<file path="src/rtl/core/bdeq_pkg.sv">
// Shared types and constants for the bounded double-ended queue.
// No dependencies; imported by every module of the block.
`timescale 1ns / 1ps

package bdeq_pkg;

  // Default number of stored words.
  localparam int DEPTH_DEFAULT = 16;

  // Fixed field widths of the request and response words.
  localparam int DATA_W       = 32;
  localparam int ITEM_COUNT_W = 5;

  // Request codes.
  localparam logic [1:0] REQ_PUSH_FRONT = 2'd0;
  localparam logic [1:0] REQ_PUSH_BACK  = 2'd1;
  localparam logic [1:0] REQ_POP_FRONT  = 2'd2;
  localparam logic [1:0] REQ_POP_BACK   = 2'd3;

  // Status codes.
  localparam logic [1:0] ST_OK        = 2'd0;
  localparam logic [1:0] ST_POP_EMPTY = 2'd1;
  localparam logic [1:0] ST_PUSH_FULL = 2'd2;

  // Request word.
  typedef struct packed {
    logic [1:0]               req_type;
    logic signed [DATA_W-1:0] push_value;
  } req_t;

  // Response word.
  typedef struct packed {
    logic signed [DATA_W-1:0] popped_value;
    logic signed [DATA_W-1:0] front_value;
    logic signed [DATA_W-1:0] rear_value;
    logic [ITEM_COUNT_W-1:0]  item_count;
    logic                     queue_empty;
    logic [1:0]               status;
  } rsp_t;

  // What one cell loads in a cycle.
  typedef enum logic [1:0] {
    CELL_HOLD,
    CELL_TAKE_LEFT,
    CELL_TAKE_RIGHT,
    CELL_TAKE_NEW
  } cell_op_t;

  // Command to one row of cells: insert at the head (shift toward the tail),
  // remove the head (shift toward the head), or write at the tail position.
  typedef struct packed {
    logic ins_head;
    logic rem_head;
    logic wr_tail;
  } chain_cmd_t;

endpackage

</file>
<file path="src/rtl/core/bdeq_cell.sv">
// One storage cell of a row: holds a word and takes a neighbor's word or a new one.
// Depends on bdeq_pkg.
`timescale 1ns / 1ps

module bdeq_cell (
  input  logic                               clk,
  input  bdeq_pkg::cell_op_t                 op,
  input  logic signed [bdeq_pkg::DATA_W-1:0] left_value,
  input  logic signed [bdeq_pkg::DATA_W-1:0] right_value,
  input  logic signed [bdeq_pkg::DATA_W-1:0] new_value,
  output logic signed [bdeq_pkg::DATA_W-1:0] value
);
  import bdeq_pkg::*;

  logic signed [DATA_W-1:0] value_next;

  // Select the word loaded at the next edge.
  always_comb begin
    case (op)
      CELL_TAKE_LEFT:  value_next = left_value;
      CELL_TAKE_RIGHT: value_next = right_value;
      CELL_TAKE_NEW:   value_next = new_value;
      default:         value_next = value;
    endcase
  end

  // Payload storage needs no reset.
  always_ff @(posedge clk) begin
    value <= value_next;
  end

endmodule

</file>
<file path="src/rtl/core/bdeq_chain.sv">
// A row of cells holding the queue in order from its head position.
// Depends on bdeq_pkg and bdeq_cell.
`timescale 1ns / 1ps

module bdeq_chain #(
  parameter int DEPTH = bdeq_pkg::DEPTH_DEFAULT,
  parameter int CW    = $clog2(DEPTH + 1)
) (
  input  logic                               clk,
  input  bdeq_pkg::chain_cmd_t               cmd,
  input  logic [CW-1:0]                      tail_idx,
  input  logic signed [bdeq_pkg::DATA_W-1:0] push_value,
  output logic signed [bdeq_pkg::DATA_W-1:0] head,
  output logic signed [bdeq_pkg::DATA_W-1:0] second
);
  import bdeq_pkg::*;

  logic signed [DATA_W-1:0] cell_value [DEPTH];

  assign head   = cell_value[0];
  assign second = cell_value[1];

  for (genvar i = 0; i < DEPTH; i++) begin : g_cell
    logic signed [DATA_W-1:0] left_value;
    logic signed [DATA_W-1:0] right_value;
    cell_op_t                 op;

    // The head cell takes the pushed word on a shift toward the tail.
    if (i == 0) begin : g_first
      assign left_value = push_value;
    end else begin : g_inner_left
      assign left_value = cell_value[i-1];
    end

    // The last cell has no neighbor toward the tail.
    if (i == DEPTH - 1) begin : g_last
      assign right_value = '0;
    end else begin : g_inner_right
      assign right_value = cell_value[i+1];
    end

    // Each cell decodes the row command on its own.
    always_comb begin
      if (cmd.ins_head) begin
        op = CELL_TAKE_LEFT;
      end else if (cmd.rem_head) begin
        op = CELL_TAKE_RIGHT;
      end else if (cmd.wr_tail && tail_idx == CW'(i)) begin
        op = CELL_TAKE_NEW;
      end else begin
        op = CELL_HOLD;
      end
    end

    bdeq_cell u_cell (
      .clk         (clk),
      .op          (op),
      .left_value  (left_value),
      .right_value (right_value),
      .new_value   (push_value),
      .value       (cell_value[i])
    );
  end

endmodule

</file>
<file path="src/rtl/core/bounded_double_ended_queue_core.sv">
// The response word is registered and shows in the cycle after its request is accepted.
// Throughput: one request per cycle while the output is not stalled; the cells that a request moves update at once.
// A request is taken while the held response is being taken in the same cycle.
// Reset clears the count and the output valid; cell contents stay undefined until pushed.
// Depends on bdeq_pkg and bdeq_chain.
`timescale 1ns / 1ps

module bounded_double_ended_queue_core #(
  parameter int DEPTH = bdeq_pkg::DEPTH_DEFAULT
) (
  input  logic           clk,
  input  logic           rst,
  input  logic           in_valid,
  output logic           in_stall,
  input  bdeq_pkg::req_t in_data,
  output logic           out_valid,
  input  logic           out_stall,
  output bdeq_pkg::rsp_t out_data
);
  import bdeq_pkg::*;

  localparam int CW = $clog2(DEPTH + 1);

  logic [CW-1:0]       count;
  logic [CW-1:0]       count_next;
  logic                accept;
  logic                full;
  logic                empty;
  logic                out_valid_next;
  chain_cmd_t          fwd_cmd;
  chain_cmd_t          rev_cmd;
  logic signed [DATA_W-1:0] fwd_head;
  logic signed [DATA_W-1:0] fwd_second;
  logic signed [DATA_W-1:0] rev_head;
  logic signed [DATA_W-1:0] rev_second;
  rsp_t                rsp;

  // A new word enters whenever the output register is free or being emptied.
  assign in_stall = out_valid && out_stall;
  assign accept   = in_valid && !in_stall;
  assign full     = (count == CW'(DEPTH));
  assign empty    = (count == '0);

  // The forward row keeps the front in its head cell, the reverse row the rear.
  bdeq_chain #(.DEPTH(DEPTH), .CW(CW)) u_fwd (
    .clk        (clk),
    .cmd        (fwd_cmd),
    .tail_idx   (count),
    .push_value (in_data.push_value),
    .head       (fwd_head),
    .second     (fwd_second)
  );

  bdeq_chain #(.DEPTH(DEPTH), .CW(CW)) u_rev (
    .clk        (clk),
    .cmd        (rev_cmd),
    .tail_idx   (count),
    .push_value (in_data.push_value),
    .head       (rev_head),
    .second     (rev_second)
  );

  // Decode the request into row commands, the new count and the response.
  always_comb begin
    fwd_cmd          = '0;
    rev_cmd          = '0;
    count_next       = count;
    rsp.popped_value = '0;
    rsp.front_value  = empty ? '0 : fwd_head;
    rsp.rear_value   = empty ? '0 : rev_head;
    rsp.status       = ST_OK;
    case (in_data.req_type)
      REQ_PUSH_FRONT: begin
        if (full) begin
          rsp.status = ST_PUSH_FULL;
        end else begin
          fwd_cmd.ins_head = accept;
          rev_cmd.wr_tail  = accept;
          count_next       = count + CW'(1);
          rsp.front_value  = in_data.push_value;
          rsp.rear_value   = empty ? in_data.push_value : rev_head;
        end
      end
      REQ_PUSH_BACK: begin
        if (full) begin
          rsp.status = ST_PUSH_FULL;
        end else begin
          rev_cmd.ins_head = accept;
          fwd_cmd.wr_tail  = accept;
          count_next       = count + CW'(1);
          rsp.rear_value   = in_data.push_value;
          rsp.front_value  = empty ? in_data.push_value : fwd_head;
        end
      end
      REQ_POP_FRONT: begin
        if (empty) begin
          rsp.status = ST_POP_EMPTY;
        end else begin
          fwd_cmd.rem_head = accept;
          count_next       = count - CW'(1);
          rsp.popped_value = fwd_head;
          rsp.front_value  = (count == CW'(1)) ? '0 : fwd_second;
          rsp.rear_value   = (count == CW'(1)) ? '0 : rev_head;
        end
      end
      REQ_POP_BACK: begin
        if (empty) begin
          rsp.status = ST_POP_EMPTY;
        end else begin
          rev_cmd.rem_head = accept;
          count_next       = count - CW'(1);
          rsp.popped_value = rev_head;
          rsp.front_value  = (count == CW'(1)) ? '0 : fwd_head;
          rsp.rear_value   = (count == CW'(1)) ? '0 : rev_second;
        end
      end
      default: begin
        rsp.status = ST_OK;
      end
    endcase
    rsp.item_count  = ITEM_COUNT_W'(count_next);
    rsp.queue_empty = (count_next == '0);
  end

  // Output valid holds while stalled and drops once the word is taken, unless a new request is accepted.
  assign out_valid_next = accept || (out_valid && out_stall);

  // Count and output valid are control state.
  always_ff @(posedge clk) begin
    if (rst) begin
      count     <= '0;
      out_valid <= 1'b0;
    end else begin
      out_valid <= out_valid_next;
      if (accept) begin
        count <= count_next;
      end
    end
  end

  // Response payload loads only with an accepted request.
  always_ff @(posedge clk) begin
    if (accept) begin
      out_data <= rsp;
    end
  end

endmodule

</file>
<file path="config.mk">
export PLATFORM = sky130hd
export DESIGN_NAME = bounded_double_ended_queue_core
export DESIGN_NICKNAME = d
export VERILOG_FILES = /design/src/rtl/core/bdeq_pkg.sv /design/src/rtl/core/bdeq_cell.sv /design/src/rtl/core/bdeq_chain.sv /design/src/rtl/core/bounded_double_ended_queue_core.sv
export SDC_FILE = /design/constraint.sdc
export NUM_CORES = 2
export LEC_CHECK = 0
export ABC_AREA = 0
export BUFFER_PORTS_ARGS = -buffer_cell sky130_fd_sc_hd__buf_2
export CORE_ASPECT_RATIO = 1.4
export CORE_MARGIN = 1.5
export CORE_UTILIZATION = 60
export DETAILED_ROUTE_END_ITERATION = 8
export PLACE_DENSITY_LB_ADDON = 0.12
export SETUP_SLACK_MARGIN = 0.05
export SYNTH_ARGS = -nofsm -noshare
export SYNTH_HDL_FRONTEND = slang
export SYNTH_SLANG_ARGS = --single-unit
</file>
<file path="constraint.sdc">
create_clock -name clk -period 9.3 [get_ports clk]
set_clock_uncertainty 0.05 [all_clocks]
set_input_delay 0 -clock clk [delete_from_list [all_inputs] [get_ports clk]]
set_output_delay 0 -clock clk [all_outputs]
set_load 0.05 [all_outputs]
</file>
Word level (Yosys, flattened, before mapping)
Cells that the tools add are included.

Output and inout bits: 106. Bits in registers: 1134. Input port bits: 38. Logic and storage cells: 386.

Mux-type cells: 154. Reductions and logical operators: 75. $add $sub $neg: 2. Equal/unequal tests: 115.

Operator list (number): case mux 32 bit (3 select lines) (30); two-way mux 32 bit (8); case mux 64 bit (4 select lines) (1); two-way mux 2 bit (97); two-way mux 96 bit (2); case mux 32 bit (2 select lines) (3); == test 2 bit, second input constant (66); two-way mux 64 bit (2); nonzero test 3 bit (30); == test 2 x 1 -> 1 bit, second input constant (33); == test 5 x 4 -> 1 bit, second input constant (8); logical AND 1 bit (34); == test 5 x 3 -> 1 bit, second input constant (4); == test 5 x 2 -> 1 bit, second input constant (2); logical NOT 5 bit (2); two-way mux 5 bit (2); case mux 5 bit (2 select lines) (1); OR reduction 2 bit (4); two-way mux 1 bit (7); adder 5 x 1 -> 5 bit, second input constant (1); == test 5 x 1 -> 1 bit, second input constant (1); == test 5 bit, second input constant (1); subtractor 5 x 1 -> 5 bit, second input constant (1); case mux 2 bit (2 select lines) (1); other kinds (4) (5).

Depth between registers and ports, before layout
Depth after elaboration: 12. Depth in mapped cells: 10. Depth with buffers taken out: 7.

By module
From an unflattened synthesis, not the netlist that was laid out.

Cell total of the unflattened synthesis: 5266. Area, all modules: 61247.5 sq um.

By module, submodules not included: bdeq_cell (area each 1672.9 sq um, instances 32, cells each 140, sequential area each 960.9 sq um); bounded_double_ended_queue_core (area each 6975.4 sq um, instances 1, cells each 680, sequential area each 3243.1 sq um); bdeq_chain (area each 370.4 sq um, instances 2, cells each 53, sequential area each 0.0 sq um).

Least setup slack after synthesis
OpenSTA, ideal clock, no wires.

Path kind: register to register. Start: register out_valid. End: register u_rev.g_cell[1].u_cell.value[0] (netlist name), enable pin. Clock period less this slack: 6544 ps. Data arrival time: 6028 ps. Library setup time: 466 ps. Cell stages (with the launch flop): 7. Required time: 8784 ps. Path slack: 2756 ps. Path through: dfxtp_1 > a21bo_2 > inv_1 > clkbuf_1 > o21ai_1 > clkbuf_1 > o21ai_0.

Word-level cells in the longest chain between the ends: 11. Elaborated cells on any way between the ends: 16. Classes of those cells: eq/ne: 3; mux: 8; reduce/logical: 5.

Ends and longest elaborated chain: start: declaration (line bounded_double_ended_queue_core.sv:16) `output logic out_valid,`; start signal: assignment (line bounded_double_ended_queue_core.sv:134) `out_valid <= out_valid_next;`; logical AND 1 bit * (line bounded_double_ended_queue_core.sv:39) `assign in_stall = out_valid && out_stall;`; logical NOT 1 bit * (line bounded_double_ended_queue_core.sv:40) `assign accept = in_valid && !in_stall;`; logical AND 1 bit * (line bounded_double_ended_queue_core.sv:40); named net accept (line bounded_double_ended_queue_core.sv:26) `logic accept;`; two-way mux 1 bit (line bounded_double_ended_queue_core.sv:74, bounded_double_ended_queue_core.sv:85); two-way mux 1 bit (line bounded_double_ended_queue_core.sv:72) `case (in_data.req_type)`; logical AND 1 bit (line bdeq_chain.sv:48) `end else if (cmd.wr_tail && tail_idx == CW'(i)) begin`; two-way mux 2 bit (line bdeq_chain.sv:48); two-way mux 2 bit (line bdeq_chain.sv:46) `end else if (cmd.rem_head) begin`; two-way mux 2 bit * (line bdeq_chain.sv:44) `if (cmd.ins_head) begin`; == test 2 bit / == test 2 x 1 -> 1 bit (equally long branches) (line bdeq_cell.sv:19) `case (op)`; nonzero test 3 bit (no source line) *; end signal: assignment (line bdeq_cell.sv:29) `value <= value_next;`; end: declaration (line bdeq_cell.sv:11) `output logic signed [bdeq_pkg::DATA_W-1:0] value`.

Mark *: on every way through the listed nets, which the timed path passes. The rest lies on a longest branch. A chain may end at the register's enable or synchronous reset.

Final worst setup path
Start: register count[0]. End: register u_fwd.g_cell[12].u_cell.value[23] (netlist name), data pin.

Word-level cells in the longest chain between the ends: 9. Elaborated cells on any way between the ends: 16. Classes of those cells: eq/ne: 5; mux: 9; reduce/logical: 2.

Ends and longest elaborated chain: start: declaration (line bounded_double_ended_queue_core.sv:24) `logic [CW-1:0] count;`; start signal: assignment (line bounded_double_ended_queue_core.sv:136) `count <= count_next;`; == test 5 bit (line bounded_double_ended_queue_core.sv:41) `assign full = (count == CW'(DEPTH));`; two-way mux 1 bit (line bounded_double_ended_queue_core.sv:74, bounded_double_ended_queue_core.sv:85); two-way mux 1 bit (line bounded_double_ended_queue_core.sv:72); logical AND 1 bit (line bdeq_chain.sv:48); two-way mux 2 bit (line bdeq_chain.sv:48); two-way mux 2 bit (line bdeq_chain.sv:46); two-way mux 2 bit * (line bdeq_chain.sv:44); == test 2 bit / == test 2 x 1 -> 1 bit (equally long branches) (line bdeq_cell.sv:19); case mux 32 bit (3 select lines) * (line bdeq_cell.sv:19); named net u_fwd.g_cell[12].u_cell.value_next[23] (line bdeq_cell.sv:15) `logic signed [DATA_W-1:0] value_next;`; end signal: assignment (line bdeq_cell.sv:29); end: declaration (line bdeq_cell.sv:11).

Marked as above.

==> qor.yml <==
run_status:
  status: "completed"
run:
  max_cap_viol_count: 0
clocking:
  ctsHoldBuffers: 21
  cts_root_buf: "clkbuf_16"
  ctsResizeCount: 0
  clock_latency_ns: 0.73
  htree_levels: 3
  cts.sinks: 1134
  clk_pin_slew_ns: 0.06
  cts_tree: "done"
  cts_setup_buffers: 0
  clockBufferDepth: 3
  cts_inserted_buffers: 108
grt:
  grt_max_degree: 197
  antenna_found_initial: 3
  grt_pass1_vias: 41900
  grtUsageTotal: 0.351
  grt_overflow_total: 0
  grt_first_pass_wirelength_microns: 249000
setup_path:
  endpoint: "u_fwd.g_cell[12].u_cell.value[23]$_DFFE_PP_"
  start_kind: "register"
  ff2ff_path_depth: 10
  r2r-end: "u_fwd.g_cell[12].u_cell.value[23]$_DFFE_PP_"
  critPathMaxFanout: 180
  required_ns: 9.71
  crit_path_start: "count[0]$_SDFFE_PP0P_"
  r2r_setup_slack_ns: 5.02
  arrival_ns: 4.69
  crit_type: "reg2reg"
  r2r-start: "count[0]$_SDFFE_PP0P_"
  cp-end-kind: "register"
place:
  dp_hpwl_microns: 105000
  numPortBuffers: 143
  dp_slack_ns: 5.18
  place.gp.congestion: 0.896
floorplanning:
  die_h_microns: 362
  start_util: 0.606
  fp.coreArea_sq_mm: 0.0910
  ioPinCount: 144
  die-area_sq_mm: 0.0937
  die_x_microns: 259
  row_count: 131
logic_synthesis:
  synth_edf_count: 1128
  ys_seq_area_frac: 0.617
  ys_seq_elements: 1134
  syn_area_sq_mm: 0.0551
  async_reset_ff_frac: 0
  synth_ff_type: "edfxtp_1"
  yosys_warnings: 0
  synth.distinct_cells: 53
  synth_fp_nets: 5191
  syn_inst: 5147
  synth_area_per_cell_sq_um: 10.7
sta:
  tns_ns: 0
  setup_violations: 0
  maxSlewViolCount: 0
  period_share: 0.460
  max_freq_ghz: 0.234
  hold-worst-slack_ns: 0.0410
  worst_slew_pin_slew_ns: 1.38
  post-route-min-period_ns: 4.28
  rsz0062_at_grt: "no"
  relSlewSlack: 0.0764
  hold_viol: 0
  fin_ws_ns: 5.02
pwr:
  switching_power_uw: 3350
  p_sw_frac: 0.270
  power_density_mw_per_mm2: 207
  peakVddDrop_mv: 0.208
  intPower_uw: 9050
  p_comb_frac: 0.125
  p_leak_uw: 0.0232
  clkPwrFrac: 0.363
  seqPwrFrac: 0.513
hold_path:
  min_from: "in_data[27]"
  hp-class: "in2reg"
finish:
  utilization: 0.659
  area_delta_synth_final_pct: 8.91
  num-nets-final: 5076
  fillers: 7178
  drive_above_1_share: 0.110
routing:
  viasPerCell: 6.74
  vias: 42600
  wl_per_cell_microns: 26.5
  drt_iter0_drc: 5247
  drt_wl_total_microns: 168000
  firstDrtPassIters: 8
  remaining_drc_errors: 0
  ant_nets: 0
[state kept, by name, indices dropped and copies added, names as in the netlist]
signal and flops:
out_valid 1, u_rev.g_cell.u_cell.value 512, u_fwd.g_cell.u_cell.value 512, out_data 104
count 5
[synthesized netlist by cell type, drive strengths merged, types with 2 or more instances]
| library cell | instances | area [sq um] |
|---|---|---|
| a22oi | 942 | 7070 |
| nor4 | 30 | 612 |
| ha | 6 | 75.1 |
| o211ai | 2 | 15.0 |
| inv | 7 | 26.3 |
| a31oi | 46 | 288 |
| dfxtp | 6 | 120 |
| o22ai | 31 | 194 |
| a32oi | 18 | 158 |
| and2 | 2 | 12.5 |
| o21ai | 74 | 374 |
| buf | 225 | 1130 |
| nand2b | 33 | 206 |
| clkbuf | 283 | 1060 |
| nor4b | 4 | 56.3 |
| and3 | 2 | 12.5 |
| a22o | 32 | 280 |
| nand3 | 4 | 20.0 |
| or2 | 3 | 18.8 |
| mux2i | 47 | 470 |
| edfxtp | 1128 | 33900 |
| nor2 | 46 | 175 |
| nor3 | 3 | 15.0 |
| nand2 | 2029 | 7620 |
| mux2 | 67 | 754 |
| a21oi | 61 | 305 |
[power by group through the flow]
stage	Combinational, uW	Sequential (uW)	Clock (uW)
after floorplan	922	6510	0
after CTS	1520	6340	4540
final	1540	6360	4500
after global placement	1480	6440	0
after global routing	1650	6370	4700
after detailed placement	1510	6450	0
[worst min path at each step]
stage / endpoint / slack (ns) / cells past startpoint
after floorplan: count[0]$_SDFFE_PP0P_ / 0.02 / 1
after global placement: out_valid$_SDFF_PP0_ / 0.18 / 3
after detailed placement: out_valid$_SDFF_PP0_ / 0.20 / 3
after CTS: u_rev.g_cell[15].u_cell.value[16]$_DFFE_PP_ / 0.006 / 3
after global routing: u_fwd.g_cell[15].u_cell.value[27]$_DFFE_PP_ / 0.07 / 4
final: u_fwd.g_cell[15].u_cell.value[27]$_DFFE_PP_ / 0.04 / 4
[logic make-up (layout without fill, tap and decap cells)]
logic type | Yosys count | in the layout | synth area share
AO/OA/AOI/OAI | 1213 | 1213 | 0.159
XOR/XNOR | 1 | 1 | 0.000159
adder cells (fa/ha/maj) | 6 | 6 | 0.00136
AND/OR/NAND/NOR | 2164 | 2164 | 0.160
multiplexers | 114 | 114 | 0.0222
flip-flops | 1134 | 1134 | 0.617
other | 0 | 1 | 0
buffers and inverters | 515 | 488 | 0.0403
[stage by stage]
step	std cells	power, uW	instance area (sq um)
floorplan	5147	7430	55100
global placement	6098	7920	56300
detailed placement	6098	7960	56300
CTS	6317	12400	60000
global route	6317	12700	60000
finish	6318	12400	60000
[worst max-delay path, stage by stage (launching register included)]
cell and delay [ns]:
dfxtp_1 0.55, inv_1 0.15, ha_1 0.31, nor4b_4 0.16
buf_4 0.26, nor4_4 0.29, buf_12 0.51, buf_12 0.55
nor2_2 0.49, nand2_1 0.21, nand2_1 0.07
[layer usage]
metal / global-route usage / wire (microns) / vias up
li1: - / - / 18500
met1: 0.431 / 59800 / 21100
met2: 0.593 / 84200 / 2421
met3: 0.0519 / 14300 / 485
met4: 0.197 / 9280 / 4
met5: 0 / 24 / -
[cell usage in the layout, fill, tap and decap left out, types with 4 or more instances in the layout]
cell type	Yosys	final
a21oi_1	61	61
a22o_1	32	32
a22oi_1	942	942
a31oi_1	46	46
a32oi_1	18	18
buf_12	0	4
buf_2	189	143
buf_4	11	115
bufinv_16	0	12
clkbuf_1	283	20
clkbuf_16	0	112
clkinv_1	0	24
clkinv_2	0	24
dfxtp_1	6	6
dlygate4sd3_1	0	21
edfxtp_1	1128	1128
ha_1	6	6
inv_1	5	4
mux2_2	67	67
mux2i_1	47	47
nand2_1	2029	2028
nand2b_1	33	33
nand3_1	4	4
nor2_1	45	15
nor2_2	1	23
nor2_4	0	8
nor4_4	27	30
o21ai_0	71	67
o21ai_2	1	4
o22ai_1	31	31
[final cells by class]
cell class,count,area [sq um],area share
antenna,1,2.50,0.0000417
clock buffer,132,2880,0.0480
clock inverter,66,639,0.0107
inverter,7,28.8,0.000480
multi-input combinational,3498,19100,0.318
sequential,1134,34000,0.567
tap,1197,1500,0.0250
timing repair buffer,283,1870,0.0312
No activity file was read; power rests on OpenSTA's default activity.
